File: config.mk
export PLATFORM = sky130hd
export DESIGN_NAME = facm_ram
export DESIGN_NICKNAME = d
export VERILOG_FILES = /design/src/hdl/facm_ram.sv
export SDC_FILE = /design/constraint.sdc
export NUM_CORES = 1
export LEC_CHECK = 0
export CORE_MARGIN = 8
export CORE_UTILIZATION = 45
export CTS_BUF_LIST = sky130_fd_sc_hd__clkbuf_16
export CTS_CLUSTER_DIAMETER = 200
export DETAILED_ROUTE_END_ITERATION = 16
export DONT_BUFFER_PORTS = 1
export GPL_TIMING_DRIVEN = 0
export HOLD_SLACK_MARGIN = 0.05
export SYNTH_ARGS = -nofsm -noshare
export SYNTH_HDL_FRONTEND = slang
export SYNTH_SLANG_ARGS = --single-unit
File: constraint.sdc
create_clock -name i_clk -period 4.8 [get_ports i_clk]
set_input_delay 0.24 -clock i_clk [delete_from_list [all_inputs] [get_ports i_clk]]
set_output_delay 0.24 -clock i_clk [all_outputs]
set_load 0.01 [all_outputs]
File: src/hdl/facm_ram.sv
// Generic single-port-write, single-port-read RAM with registered read data.
module facm_ram #(
    parameter int WIDTH = 32,
    parameter int DEPTH = 16
) (
    input  logic                     i_clk,
    input  logic                     i_we,
    input  logic [$clog2(DEPTH)-1:0] i_waddr,
    input  logic [WIDTH-1:0]         i_wdata,
    input  logic [$clog2(DEPTH)-1:0] i_raddr,
    output logic [WIDTH-1:0]         o_rdata
);
    logic [WIDTH-1:0] r_mem [DEPTH];

    // Write port and registered read port.
    always_ff @(posedge i_clk) begin
        if (i_we) begin
            r_mem[i_waddr] <= i_wdata;
        end
        o_rdata <= r_mem[i_raddr];
    end
endmodule

==> flow_summary.yaml <==
status:
  result_of_the_run: "finished clean"
timing:
  number_of_setup_violations_in_the_final_report: 0
  final_hold_vios: 0
  final_critical_path_setup_slack_ns: 2.80
  finalClockSkew_ns: 0.0104
  worst_pin_slew_ns: 0.998
  timing.final.crit_share_pct: 41.6
  timing.final.max_slew_violations: 0
  unrepaired_setup_endpoints_after_global_routing: "no"
  final_period_minus_worst_setup_slack_ns: 2.00
  timing.hold.ws_ns: 0.128
  max_slew_headroom_pct: 33.1
  fmaxAchievable_ghz: 0.501
  fin_setup_tns_ns: 0
global_routing:
  grt_antenna_before_repair: 3
  largest_net_degree_at_the_start_of_global_routing: 23
  grt.overflow.total: 0
  groute.usage.overall_pct: 17.3
  first_global_vias: 9346
  grt_first_pass_wirelength_um: 63800
setup_path:
  cp-startpoint: "i_waddr[0]"
  cp_num_cells: 5
  worstSetupPathType: "in -> reg"
  worstPathBufferInverterCount: 4
  critPathMaxFanout: 9
  worst_r2r_startpoint: "r_mem[11][0]"
  crit_family: "buffers and inverters"
  endpoint_kind: "flop"
  r2r_cells: 3
  required_ns: 5.09
  timing.critical_path.slowest_cell_delay_ns: 0.83
  path_cells: "dlygate4sd3_1 -> nor3_2 -> buf_8 -> buf_6 -> buf_6"
  cp.arrival_ns: 2.29
  crit_top_cell: "buf_6"
  critPathSlowestCell: "nor3_2"
  cp-start-kind: "input port"
power_and_ir_drop:
  vdd.ir_drop.worst_v: 0.000287
  power-per-cell-area_mw_per_mm2: 428
  leakagePower_nw: 7.36
synth:
  postSynthNetCount: 880
  synth_cell_types: 18
  synth_warnings: 0
  synthDominantCellAreaShare_pct: 77.4
  netlist_area_mm2: 0.0199
  synth_cells: 838
  netlist_top_cells_area: "edfxtp_1 77%, mux4_2 15%, dfxtp_1 3.2%, a22oi_1 2.4%, nand2_1 0.62%"
  synth.avg_cell_area_um2: 23.7
  synth_enable_flop_cells: 512
  top_cells_by_count_synth: "512 x edfxtp_1, 128 x mux4_2, 64 x a22oi_1"
  synth_top_area_cell: "edfxtp_1"
  dominantRegCellSynth: "edfxtp_1"
  synth-async-reset-ratio_pct: 0
  synthMostInstantiatedCell: "edfxtp_1"
  synth_seq_cells: 544
  synth.yosys.seq_area_share_pct: 80.7
detailed_routing:
  ant_nets: 0
  routedWlPerCell_um: 27.5
  route.detailed.vias_per_inst: 5.59
  drc: 0
  first_pass_iters: 5
  initialDrtViolationCount: 824
  totalWireLength_um: 43900
  num_vias: 8923
clocking:
  worstSkewPairLatency_ns: 0.58
  root_buffer: "clkbuf_16"
  path_clk_slew_ns: 0.06
  hold_buffers: 35
  clk_path_buf_depth: 3
  number_of_sinks_driven_by_the_clock_tree: 544
  cts_tree: "done"
  cts_resized: 0
  cts_h_tree_depth: 2
  post-cts-setup-buffer-count: 0
  tritoncts.num_buffers: 54
worst_hold_path:
  hold_path_depth: 3
  worst_hold_path_type: "in -> reg"
  hp-start: "i_raddr[3]"
place:
  numPlacedInstances: 1458
  detailed_place.area_mm2: 0.0211
  place.port_buffers: 0
  place_congestion: 0.677
  placement.setup.worst_slack_ns: 2.28
  place_hpwl_um: 26300
finish:
  final.fill_count: 3404
  regArea_mm2: 0.0160
  post_layout_nonfiller_instances: 1595
  finish.instance_area_mm2: 0.0232
  multi_input_area_mm2: 0.00373
  final_layout_size_suffix_gt1_share_pct: 26.7
  synthToLayoutAreaGrowth_pct: 17.0
  finalNetCount: 999
floorplanning:
  fp.coreArea_mm2: 0.0439
  die-height_um: 226
  rows: 77
  initial_utilization_pct: 45.2
  io-pin-count: 74
  die_width_um: 226
  fp.dieArea_mm2: 0.0511
run:
  drv.max_cap_violation_count: 0
[layer usage]
metal / track usage (%) / vias to the layer above / share of wire, %
met5: 0 / - / 0.041
met4: 4.21 / 4 / 1.5
met3: 3.25 / 49 / 5.8
met2: 29.1 / 264 / 51
met1: 23.2 / 4789 / 42
li1: - / 3817 / -
[path summary, 6_finish.rpt]
kind	slack, ns	end
setup / recovery	2.80	r_mem[0][29]
hold / removal	0.13	o_rdata[31]
setup reg to reg	3.42	o_rdata[0]
hold reg to reg	0.67	o_rdata[3]
[worst min-delay path: stages]
cell and delay (ns):
nor2_1 0.08, a22oi_1 0.19, nand2_1 0.13
[cell usage in the layout, fill, tap and decap left out]
| cell | netlist | routed |
|---|---|---|
| nor2_4 | 0 | 12 |
| nor2_1 | 13 | 1 |
| mux4_2 | 128 | 128 |
| clkinv_1 | 0 | 17 |
| clkinv_2 | 0 | 13 |
| buf_2 | 4 | 4 |
| buf_12 | 0 | 12 |
| and2_1 | 1 | 1 |
| dfxtp_1 | 32 | 32 |
| buf_1 | 9 | 9 |
| buf_4 | 11 | 12 |
| dlygate4sd3_1 | 0 | 35 |
| bufinv_16 | 0 | 5 |
| inv_8 | 0 | 1 |
| nand3_1 | 1 | 1 |
| edfxtp_1 | 512 | 512 |
| buf_8 | 0 | 1 |
| clkbuf_1 | 17 | 17 |
| clkbuf_16 | 0 | 57 |
| nor3_2 | 0 | 4 |
| nor2b_1 | 2 | 2 |
| nand2b_1 | 2 | 2 |
| a22oi_1 | 64 | 64 |
| nand3b_1 | 2 | 2 |
| diode_2 | 0 | 1 |
| or3b_2 | 1 | 1 |
| buf_6 | 2 | 16 |
| nand2_1 | 33 | 33 |
| inv_1 | 0 | 6 |
| clkinvlp_4 | 0 | 2 |
[cell families (layout without fill, tap and decap cells)]
logic type / Yosys count / after routing / synth area share [%]
simple gates: 59 / 59 / 1.27
mux: 128 / 128 / 14.5
other cells: 0 / 1 / 0
buf+inv: 43 / 207 / 1.12
compound gates: 64 / 64 / 2.42
flops: 544 / 544 / 80.7
[where the power goes]
group	internal, mW	switching (mW)
Sequential	5.31	0.0472
Clock	2.41	1.73
Combinational	0.188	0.269
[per-stage QoR]
step,utilization [%],total power [mW]
CTS,52.9,10.0
finish,52.9,9.95
global route,52.9,10.3
global placement,46.9,5.83
floorplan,-,5.71
detailed placement,48.1,5.85
[flip-flops by register name (all words and copies together) (netlist names)]
name / flops
r_mem: 512
o_rdata: 32
[final cells by class]
type | instances | share of cell area [%]
antenna | 1 | 0.0108
buffer | 43 | 0.959
clock buffer | 57 | 6.14
clock inverter | 44 | 1.41
multi-input combinational | 251 | 16.0
sequential | 544 | 68.9
tap | 592 | 3.19
timing repair buffer | 63 | 3.32
Power figures use the tool's default switching activity.
